--- config.mk ---
export PLATFORM = sky130hd
export DESIGN_NAME = dhd_hash
export DESIGN_NICKNAME = d
export VERILOG_FILES = /design/src/rtl/core/dhd_pkg.sv /design/src/rtl/core/dhd_hash.sv
export SDC_FILE = /design/constraint.sdc
export NUM_CORES = 1
export LEC_CHECK = 0
export BUFFER_PORTS_ARGS = -buffer_cell sky130_fd_sc_hd__clkbuf_2
export CORE_ASPECT_RATIO = 1.5
export CORE_MARGIN = 1.5
export CORE_UTILIZATION = 45
export CTS_CLUSTER_DIAMETER = 30
export DETAILED_ROUTE_END_ITERATION = 7
export SLEW_MARGIN = 20
export SYNTH_ARGS = -nofsm -noshare
export SYNTH_HDL_FRONTEND = slang
export SYNTH_SLANG_ARGS = --single-unit
export TNS_END_PERCENT = 5
--- constraint.sdc ---
create_clock -name clk -period 7.1 [get_ports clk]
set_input_delay 0.355 -clock clk [delete_from_list [all_inputs] [get_ports clk]]
set_output_delay 0.355 -clock clk [all_outputs]
set_load 0.01 [all_outputs]
--- src/rtl/core/dhd_pkg.sv ---
// Shared constants, codes and a helper function for the double hash dictionary.
package dhd_pkg;

  localparam int TABLE_SIZE_DEF = 4093;
  localparam int MAX_LEN_DEF    = 12;

  localparam int LEN_W      = 4;
  localparam int SYMS_W     = 24;
  localparam int SYM_W      = 2;
  localparam int SLOT_OUT_W = 12;
  localparam int IN_DATA_W  = 32;
  localparam int OUT_DATA_W = 16;

  typedef enum logic {
    CMD_INSERT = 1'b0,
    CMD_FIND   = 1'b1
  } cmd_t;

  // bits needed for a base-5 key of max_len nonzero digits (max value 5^n - 1)
  function automatic int key_width(input int max_len);
    longint unsigned p;
    p = 1;
    for (int i = 0; i < max_len; i++) begin
      p = p * 5;
    end
    return $clog2(p);
  endfunction

endpackage

--- src/rtl/core/dhd_hash.sv ---
// Key builder: Horner evaluation of the base-5 key plus both probe residues.
module dhd_hash #(
  parameter int TABLE_SIZE = dhd_pkg::TABLE_SIZE_DEF,
  parameter int MAX_LEN    = dhd_pkg::MAX_LEN_DEF
) (
  input  logic                            clk,
  input  logic                            rst_n,
  input  logic                            start,
  input  logic [dhd_pkg::LEN_W-1:0]       len_in,
  input  logic [dhd_pkg::SYMS_W-1:0]      symbols_in,
  output logic                            done,
  output logic [dhd_pkg::key_width(MAX_LEN)-1:0] key_o,
  output logic [$clog2(TABLE_SIZE)-1:0]   pos_o,
  output logic [$clog2(TABLE_SIZE)-1:0]   step_o
);
  import dhd_pkg::*;

  localparam int KEY_W  = key_width(MAX_LEN);
  localparam int SLOT_W = $clog2(TABLE_SIZE);
  localparam int VW     = SLOT_W + 3;
  localparam int EXT_W  = SYM_W * MAX_LEN;
  localparam int IDX_W  = (MAX_LEN > 1) ? $clog2(MAX_LEN) : 1;

  logic                run_r, run_nxt;
  logic                done_r, done_nxt;
  logic [IDX_W-1:0]    idx_r, idx_nxt;
  logic [EXT_W-1:0]    ext_r, ext_nxt;
  logic [KEY_W-1:0]    key_r, key_nxt;
  logic [SLOT_W-1:0]   r1_r, r1_nxt;
  logic [SLOT_W-1:0]   r2_r, r2_nxt;
  logic [SYM_W:0]      digit;
  int                  n_i;

  // v < 5*m on entry; remove the largest multiple of m
  function automatic logic [VW-1:0] red5(input logic [VW-1:0] v, input logic [VW-1:0] m);
    logic [VW-1:0] m2;
    logic [VW-1:0] m3;
    logic [VW-1:0] m4;
    m2 = m << 1;
    m3 = m2 + m;
    m4 = m << 2;
    priority if (v >= m4) return v - m4;
    else if (v >= m3) return v - m3;
    else if (v >= m2) return v - m2;
    else if (v >= m) return v - m;
    else return v;
  endfunction

  function automatic logic [SLOT_W-1:0] step5(input logic [SLOT_W-1:0] r,
                                              input logic [SYM_W:0] d,
                                              input logic [VW-1:0] m);
    logic [VW-1:0] v;
    v = VW'({r, 2'b00}) + VW'(r) + VW'(d);
    return SLOT_W'(red5(v, m));
  endfunction

  assign digit = {1'b0, ext_r[{idx_r, 1'b0} +: SYM_W]} + (SYM_W+1)'(1);

  always_comb begin
    n_i = int'(len_in);
    if (n_i < 1) n_i = 1;
    if (n_i > MAX_LEN) n_i = MAX_LEN;

    run_nxt  = run_r;
    done_nxt = 1'b0;
    idx_nxt  = idx_r;
    ext_nxt  = ext_r;
    key_nxt  = key_r;
    r1_nxt   = r1_r;
    r2_nxt   = r2_r;
    if (start) begin
      run_nxt = 1'b1;
      idx_nxt = IDX_W'(n_i - 1);
      ext_nxt = EXT_W'(symbols_in);
      key_nxt = '0;
      r1_nxt  = '0;
      r2_nxt  = '0;
    end else if (run_r) begin
      key_nxt = KEY_W'({key_r, 2'b00}) + key_r + KEY_W'(digit);
      r1_nxt  = step5(r1_r, digit, VW'(TABLE_SIZE));
      r2_nxt  = step5(r2_r, digit, VW'(TABLE_SIZE - 1));
      if (idx_r == '0) begin
        run_nxt  = 1'b0;
        done_nxt = 1'b1;
      end else begin
        idx_nxt = idx_r - IDX_W'(1);
      end
    end
  end

  always_ff @(posedge clk) begin
    if (!rst_n) begin
      run_r  <= 1'b0;
      done_r <= 1'b0;
    end else begin
      run_r  <= run_nxt;
      done_r <= done_nxt;
    end
    idx_r <= idx_nxt;
    ext_r <= ext_nxt;
    key_r <= key_nxt;
    r1_r  <= r1_nxt;
    r2_r  <= r2_nxt;
  end

  assign done   = done_r;
  assign key_o  = key_r;
  assign pos_o  = r1_r;
  assign step_o = r2_r + SLOT_W'(1);

endmodule

* Word-level counts from Yosys, hierarchy flattened
Cells that the tools add are included.
** Word-level totals
- Bits in registers :: 82
** Cells by class
- Add/sub/neg operators :: 18
- Order comparisons :: 10
- Equal/unequal tests :: 1
- Shifts and indexed selects :: 1
- Multiplexer cells :: 17
- Bitwise logic cells :: 2
- Reductions and logical operators :: 4
** Operator list (number)
- $mux 12 :: 8
- $sub 12x12->12 const B :: 8
- $ge 15x14->1 const B :: 4
- $gt 32x5->1 const B :: 1
- $add 14x12->15 :: 2
- $add 15x3->15 :: 2
- $ge 15x12->1 const B :: 2
- $ge 15x13->1 const B :: 2
- $add 28x28->28 :: 1
- $add 28x3->28 :: 1
- $shiftx 24x6->2 :: 1
- $mux 4 :: 5
- $add 12x1->12 const B :: 1
- $logic_not 4->1 :: 1
- $lt 4x1->1 const B :: 1
- $mux 1 :: 4
- $sub 4x1->4 const B :: 1
- $sub 4x2->4 const B :: 1
- $add 2x1->3 const B :: 1
- $reduce_or 3->1 :: 1
- $ne 2x2->1 const B :: 1
- $not 1->1 :: 2
- $reduce_and 2->1 :: 1
- $reduce_bool 2->1 :: 1

* Logic depth before layout (Yosys ltp)
Gate-level depths: netlist (run 1).
- Depth after elaboration :: 8
- Depth in mapped cells :: 25
- Mapped depth without buffers :: 23

* Worst setup path after synthesis (run 1)
No wires, ideal clock.
- Kind :: register to register
- From :: register idx_r[0]
- To :: register r1_r[6], in the netlist pos_o[6]
- Library setup time :: 63 ps
- Data arrival time :: 5613 ps
- Required time :: 7037 ps
- Setup slack :: 1425 ps
- Stages on the path, launching flop included :: 21
- Buffers on the path :: 2
- Period minus slack after synthesis :: 5675 ps
- Cell sequence :: edfxtp_1 > clkbuf_1 > mux4_2 > mux2i_1 > o22a_1 > inv_1 > ha_1 > ha_1 > ha_1 > fa_1 > a211oi_4 > o21ai_1 > a41o_1 > or4_1 > buf_2 > nor4_4 > nor2_2 > a22oi_2 > o211ai_2 > or4_1 > nand3_1
** Between the ends
- Word-level cells in the longest chain between the ends :: 8
** RTL lines
- from (decl) :: line dhd_hash.sv:26 : logic [IDX_W-1:0] idx_r, idx_nxt;
- from (signal assigned) :: line dhd_hash.sv:99 : idx_r <= idx_nxt;
- $shiftx 24x6->2 * :: line dhd_hash.sv:57 : assign digit = {1'b0, ext_r[{idx_r, 1'b0} +: SYM_W]} + (SYM_W+1)'(1);
- $add 2x1->3 * :: line dhd_hash.sv:57
- $add 15x3->15 * :: line dhd_hash.sv:53 : v = VW'({r, 2'b00}) + VW'(r) + VW'(d);
- $sub 12x12->12 or $ge 15x12->1 (tied branches) :: line dhd_hash.sv:45 : else if (v >= m) return v - m;
- $mux 12 :: line dhd_hash.sv:45
- $mux 12 :: line dhd_hash.sv:44 : else if (v >= m2) return v - m2;
- $mux 12 :: line dhd_hash.sv:43 : else if (v >= m3) return v - m3;
- $mux 12 * :: line dhd_hash.sv:42 : priority if (v >= m4) return v - m4;
- to (signal assigned) :: line dhd_hash.sv:102 : r1_r <= r1_nxt;
- to (decl) :: line dhd_hash.sv:29 : logic [SLOT_W-1:0] r1_r, r1_nxt;
Every way passes the cells marked *; elsewhere a longest branch is shown, timed or not.
A chain may end at the register's enable or synchronous reset.

* Worst setup path after layout (run 1)
- From :: register idx_r[0]
- To :: register r2_r[11]
** Between the ends
- Word-level cells in the longest chain between the ends :: 8
** RTL lines
- $shiftx 24x6->2 * :: line dhd_hash.sv:57
- $add 2x1->3 * :: line dhd_hash.sv:57
- $add 15x3->15 * :: line dhd_hash.sv:53
- $sub 12x12->12 or $ge 15x12->1 (tied branches) :: line dhd_hash.sv:45
- $mux 12 :: line dhd_hash.sv:45
- $mux 12 :: line dhd_hash.sv:44
- $mux 12 :: line dhd_hash.sv:43
- $mux 12 * :: line dhd_hash.sv:42
- to (signal assigned) :: line dhd_hash.sv:103 : r2_r <= r2_nxt;
- to (decl) :: line dhd_hash.sv:30 : logic [SLOT_W-1:0] r2_r, r2_nxt;
Marked as above.

==> results of run 1 <==
cell type report:
class | instances | area [um2] | area share (%)
Antenna cell | 1 | 2.50 | 0.0273
Clock buffer | 9 | 225 | 2.46
Clock inverter | 7 | 164 | 1.79
Inverter | 31 | 116 | 1.27
Multi-Input combinational cell | 801 | 6000 | 65.6
Sequential cell | 82 | 1920 | 21.0
Tap cell | 217 | 272 | 2.96
Timing Repair Buffer | 88 | 453 | 4.94
critical path, delay by kind of cell (launching register included):
family | cells | cell delay [ns]
DFF | 1 | 0.65
and+or+nand+nor | 4 | 1.48
adders and majority gates | 4 | 1.22
muxes | 2 | 0.73
AOI/OAI and AO/OA | 7 | 1.73
xor gates and xnor gates | 1 | 0.30
buffers and inverters | 2 | 0.17
logic make-up after synthesis:
family / Yosys count
simple gates: 291
compound gates: 290
fa+ha+maj: 128
flops: 82
buf+inv: 64
xor+xnor: 60
mux: 32
power breakdown:
part	internal, mW	leakage (nW)	switching [mW]
Combinational	0.513	3.35	0.809
Clock	0.416	0.186	0.205
Sequential	0.541	0.716	0.0850
Total	1.47	4.25	1.10
final timing paths:
check	startpoint	endpoint	slack, ns	depth (start not counted)
hold / removal	symbols_in[4]	ext_r[4]$_DFFE_PP_	0.18	1
hold reg to reg	key_o[26]$_SDFFE_PP0P_	key_o[26]$_SDFFE_PP0P_	0.49	2
setup reg to reg	idx_r[0]$_DFFE_PP_	r2_r[11]$_SDFFE_PP0P_	0.68	20
setup / recovery	idx_r[0]$_DFFE_PP_	r2_r[11]$_SDFFE_PP0P_	0.68	20
state kept, by name, indices dropped and copies added, names as in the netlist:
name   cells
idx_r      4
ext_r     24
r2_r      12
pos_o     12
key_o     28
done       1
run_r      1
per-stage QoR:
step	total power, mW	utilization (%)
CTS	2.58	51.3
floorplan	1.58	-
finish	2.57	51.3
global placement	1.95	49.1
detailed placement	1.95	49.1
global route	2.77	51.3
cells in the mapped netlist, drive strengths merged (4+ instances only):
cell type / n
o311ai: 7
a2111oi: 5
nor2: 96
nor3: 20
mux2i: 25
nand4: 11
o21bai: 9
o221ai: 4
or3: 4
a21oi: 65
buf: 10
nand2b: 12
clkbuf: 23
a22oi: 4
o211ai: 10
dfxtp: 54
and3: 9
o31a: 4
o21a: 17
a32oi: 5
inv: 31
nor2b: 7
nand3: 31
nand2: 59
fa: 4
mux4: 5
ha: 124
a211oi: 33
or4: 4
nor3b: 6
edfxtp: 28
and2: 7
or2: 6
a211o: 8
o31ai: 6
a31oi: 5
xnor2: 45
xor2: 15
a21o: 28
nor4: 9
o21ai: 54
o22ai: 4
metal layers:
metal / wire length (um) / track usage, %
met5: 0 / 0
met4: 595 / 8.21
met3: 515 / 2.41
met2: 11500 / 42.9
met1: 9000 / 26.0
==> flow_summary.toml, run 1 <==
[floorplan]
die_h_um = 168
rows = 60
core_region_area_um2 = 17900
initial_core_util_pct = 45.8
die_w_um = 113
io_pins = 84
die_area_um2 = 19000

[critical_path]
cp-start-kind = "flip-flop"
crit_slowest_cell = "edfxtp_1"
timing.critical_path.mode_cell = "ha_1"
slowest_delay_ns = 0.65
crit_fanout = 10
worstPathCellList = "mux4_2 > mux2i_1 > o22a_1 > inv_1 > ha_1 > ha_1 > ha_1 > inv_1 > fa_1 > nand2b_1 > a211oi_2 > o21ai_1 > xnor2_1 > nand4_1 > nor4_1 > o22ai_2 > nor3b_1 > o21ai_1 > o2111ai_1 > o311ai_1"
crit_arrival_ns = 6.64
required_ns = 7.32
crit_type = "reg2reg"
cp-end-kind = "flip-flop"

[status]
status = "finished, final reports clean"

[sta]
setup_viol = 0
finalCriticalPeriod_ns = 6.42
drv_slew = 0
worst_clock_skew_ns = 0.0103
fmax_mhz = 156
timing.final.ws_setup_ns = 0.677
slew_headroom_pct = 30.3
hold_slack_ns = 0.183
hold_viol_final = 0
worst_slew_pin_slew_ns = 1.03
rsz0062_at_grt = "false"
finalCritPeriodShare_pct = 90.5
setup_tns_ns = 0

[yosys]
synth_area_leaders = "ha_1, dfxtp_1, edfxtp_1"
ys_seq_area_share_pct = 23.5
async_flop_share_pct = 0
synthSimpleGateAreaFrac_pct = 17.7
ys_ff_latch = 82
yosys_warnings = 0
ys.flop_type = "dfxtp_1"
synth.avg_cell_area_um2 = 8.63
synth_compound_area_share_pct = 24.7
synth_area_um2 = 8180
synthAdderAreaFrac_pct = 20.0
yosysTopAreaCellShare_pct = 19.0
synth_fp_nets = 1106
synth_xor_area_share_pct = 6.43
synth_top_cell_by_area = "ha_1"
synth_edf_count = 28
synthMuxAreaShare_pct = 4.71
synth_cell_types = 88
synth_top_family_by_area = "compound AO/OA/AOI/OAI gates"
netlist_instances = 947

[clock_tree]
cts_resized = 0
max-clock-path-buffers = 2
htreeDepth = 3
cts_setup_buffers = 0
numCtsBuffers = 9
clock_latency_ns = 0.34
cts_tree = "done"
clock-sinks = 82
cts_root_buf = "clkbuf_16"
cts_hold_buf = 0
clk_pin_slew_ns = 0.07

[detailed_routing]
post_drt_wl_per_cell_um = 17.5
drtPass1Iterations = 5
routed_wl_mm = 21.6
vias = 7397
route.detailed.drc = 0
via_per_inst = 5.98
ant_nets = 0
drtIter0Drc = 386

[global_routing]
antenna_found_initial = 1
grt_pass1_wl_mm = 35.2
grt_pass1_vias = 7156
grt_overflow_total = 0
grt_max_degree = 61
grt_usage_pct = 22.7

[cells_and_area]
fillers = 1773
finalNonFillerCells = 1236
drive_above_1_share_pct = 13.6
design_area_um2 = 9160
final_cell_mix = "ha_1, nor2_1, clkbuf_2"
nets = 1172
final_common_cell = "ha_1"
syn_to_final_growth_pct = 12.0

[placement]
io_buffers = 83
dp_slack_ns = 0.821
gp_congestion = 0.913
hpwl_mm = 16.7
placed_cell_area_um2 = 8770
dp.cells = 1219

[job]
cap_violations = 0

[power]
peakVddDrop_v = 0.000214
p_per_area_nw_per_um2 = 280
p_leak_nw = 4.25

[hold_path]
hp-class = "in2reg"
Power figures use the tool's default switching activity.
==> inputs of run 2 (changes only) <==
--- a/config.mk
+++ b/config.mk
@@ -11,6 +11,7 @@
 export CORE_UTILIZATION = 45
 export CTS_CLUSTER_DIAMETER = 30
 export DETAILED_ROUTE_END_ITERATION = 7
+export PLACE_DENSITY = 0.66
 export SLEW_MARGIN = 20
 export SYNTH_ARGS = -nofsm -noshare
 export SYNTH_HDL_FRONTEND = slang
==> constraint.sdc (replaced) <==
create_clock -name clk -period 5.2 [get_ports clk]
set_input_delay 0.26 -clock clk [delete_from_list [all_inputs] [get_ports clk]]
set_output_delay 0.26 -clock clk [all_outputs]
set_load 0.01 [all_outputs]
==> run 2 against run 1 <==
The run now ends with negative setup slack left. Worst setup slack lost 0.77 ns. Global-route usage grew 1.7 points. Clock power grew 26%. Worst hold slack lost 0.10 ns. Non-clock buffer count grew 113. Critical endpoint is now pos_o[3]$_SDFFE_PP0P_. Highest routed layer unchanged.
==> flow_summary.toml, run 2 (same netlist as run 1, synthesis figures left out) <==
[detailed_routing]
ant_nets = 0
vias = 7953
post_drt_wl_per_cell_um = 17.4
drtPass1Iterations = 5
route.detailed.drc = 0
routed_wl_mm = 23.4
drtIter0Drc = 421
via_per_inst = 5.90

[clock_tree]
cts_tree = "done"
cts_hold_buf = 0
numCtsBuffers = 9
cts_root_buf = "clkbuf_16"
htreeDepth = 3
clock-sinks = 82
max-clock-path-buffers = 2
clock_latency_ns = 0.35
clk_pin_slew_ns = 0.07

[global_routing]
grt_pass1_wl_mm = 37.7
grt_usage_pct = 24.4
grt_max_degree = 46
grt_overflow_total = 0
antenna_found_initial = 0
grt_pass1_vias = 7942

[floorplan]
core_region_area_um2 = 17900
die_h_um = 168
rows = 60
io_pins = 84
die_area_um2 = 19000
initial_core_util_pct = 45.8
die_w_um = 113

[sta]
worst_clock_skew_ns = 0.0107
setup_viol = 5
fmax_mhz = 189
hold_viol_final = 0
worst_slew_pin_slew_ns = 1.14
rsz0062_at_grt = "true"
finalCriticalPeriod_ns = 5.29
timing.final.ws_setup_ns = -0.0943
hold_slack_ns = 0.0782
slew_headroom_pct = 23.5
drv_slew = 0
finalCritPeriodShare_pct = 102
setup_tns_ns = -0.212

[power]
p_leak_nw = 4.84
sw_frac_of_total_pct = 43.3
seqPwrFrac_pct = 21.5
clkPwrFrac_pct = 19.8
internal-power_mw = 2.24
peakVddDrop_v = 0.000341
p_switching_mw = 1.71
power_mw = 3.95
combPwrFrac_pct = 58.8
p_per_area_nw_per_um2 = 383

[cells_and_area]
design_area_um2 = 10300
final_common_cell = "ha_1"
nets = 1285
post-route-util_pct = 57.8
drive_above_1_share_pct = 26.5
syn_to_final_growth_pct = 26.3
final_cell_mix = "ha_1, buf_4, nor2_1"
largest_reg_flops = 28
diodes = 0
fillers = 1637
finalNonFillerCells = 1348

[placement]
gp_congestion = 0.905
dp.cells = 1316
placed_cell_area_um2 = 9500
dp_slack_ns = -0.272
hpwl_mm = 17.8
io_buffers = 83

[critical_path]
reg2reg_slack_ns = -0.09
timing.critical_path.mode_cell = "ha_4"
cp-start-kind = "flip-flop"
required_ns = 5.44
path_buf_inv = 3
cp-end-kind = "flip-flop"
worstPathCellList = "buf_6 > mux4_2 > mux2i_4 > o22ai_4 > ha_4 > ha_4 > ha_4 > fa_2 > a211oi_4 > buf_4 > o21ai_1 > a41o_1 > buf_4 > a211o_1 > a211o_1 > a31o_4 > nand4bb_1 > and3b_2 > a31oi_1 > and3_1 > o31a_1"
crit_arrival_ns = 5.53
slowest_delay_ns = 0.52
crit_fanout = 4
crit_slowest_cell = "mux4_2"
crit_type = "reg2reg"
critPathTopFamily = "compound AO/OA/AOI/OAI gates"

[status]
violations = "negative setup slack"
status = "finished, violations left"

[hold_path]
hp-class = "in2reg"

[job]
cap_violations = 0
==> run 2: final timing paths <==
| check | from | to | depth (start not counted) |
|---|---|---|---|
| worst max-delay path | idx_r[0]$_DFFE_PP_ | pos_o[3]$_SDFFE_PP0P_ | 21 |
| worst min-delay path | symbols_in[16] | ext_r[16]$_DFFE_PP_ | 1 |
| worst max register to register | idx_r[0]$_DFFE_PP_ | pos_o[3]$_SDFFE_PP0P_ | 21 |
| worst min register to register | key_o[26]$_SDFFE_PP0P_ | key_o[26]$_SDFFE_PP0P_ | 2 |
==> run 2: layer usage <==
| layer | track usage (%) | part of all wire [%] | vias to the layer above |
|---|---|---|---|
| li1 | - | - | 3923 |
| met1 | 26.1 | 39 | 3834 |
| met3 | 2.84 | 2.6 | 57 |
| met4 | 10.2 | 3.7 | 0 |
| met2 | 47.5 | 55 | 139 |
| met5 | 0 | 0 | - |
==> run 2: repair_timing <==
item / CTS / global route
resized for setup: 35 / 42
cloned: 0 / 0
buffers inserted: 15 / 1
pin swaps: 36 / 23
endpoints found under the setup margin: 22 / 24
==> run 2: cell type report <==
cell class	count	area (um2)	share of cell area, %
clock buffer	9	225	2.18
timing repair buffer	201	1310	12.7
sequential	82	1920	18.6
tap	217	272	2.63
inverter	31	116	1.13
clock inverter	7	125	1.21
multi-input combinational	801	6350	61.5
==> run 2: power groups by stage <==
stage          Combinational, mW  Clock [mW]  Sequential (mW)
5_1_grt                     2.55       0.809            0.859
2_1_floorplan               1.34           0            0.828
3_5_place_dp                2.09           0            0.858
4_1_cts                     2.21       0.784            0.845
6_report                    2.32       0.780            0.848
3_3_place_gp                2.09           0            0.857
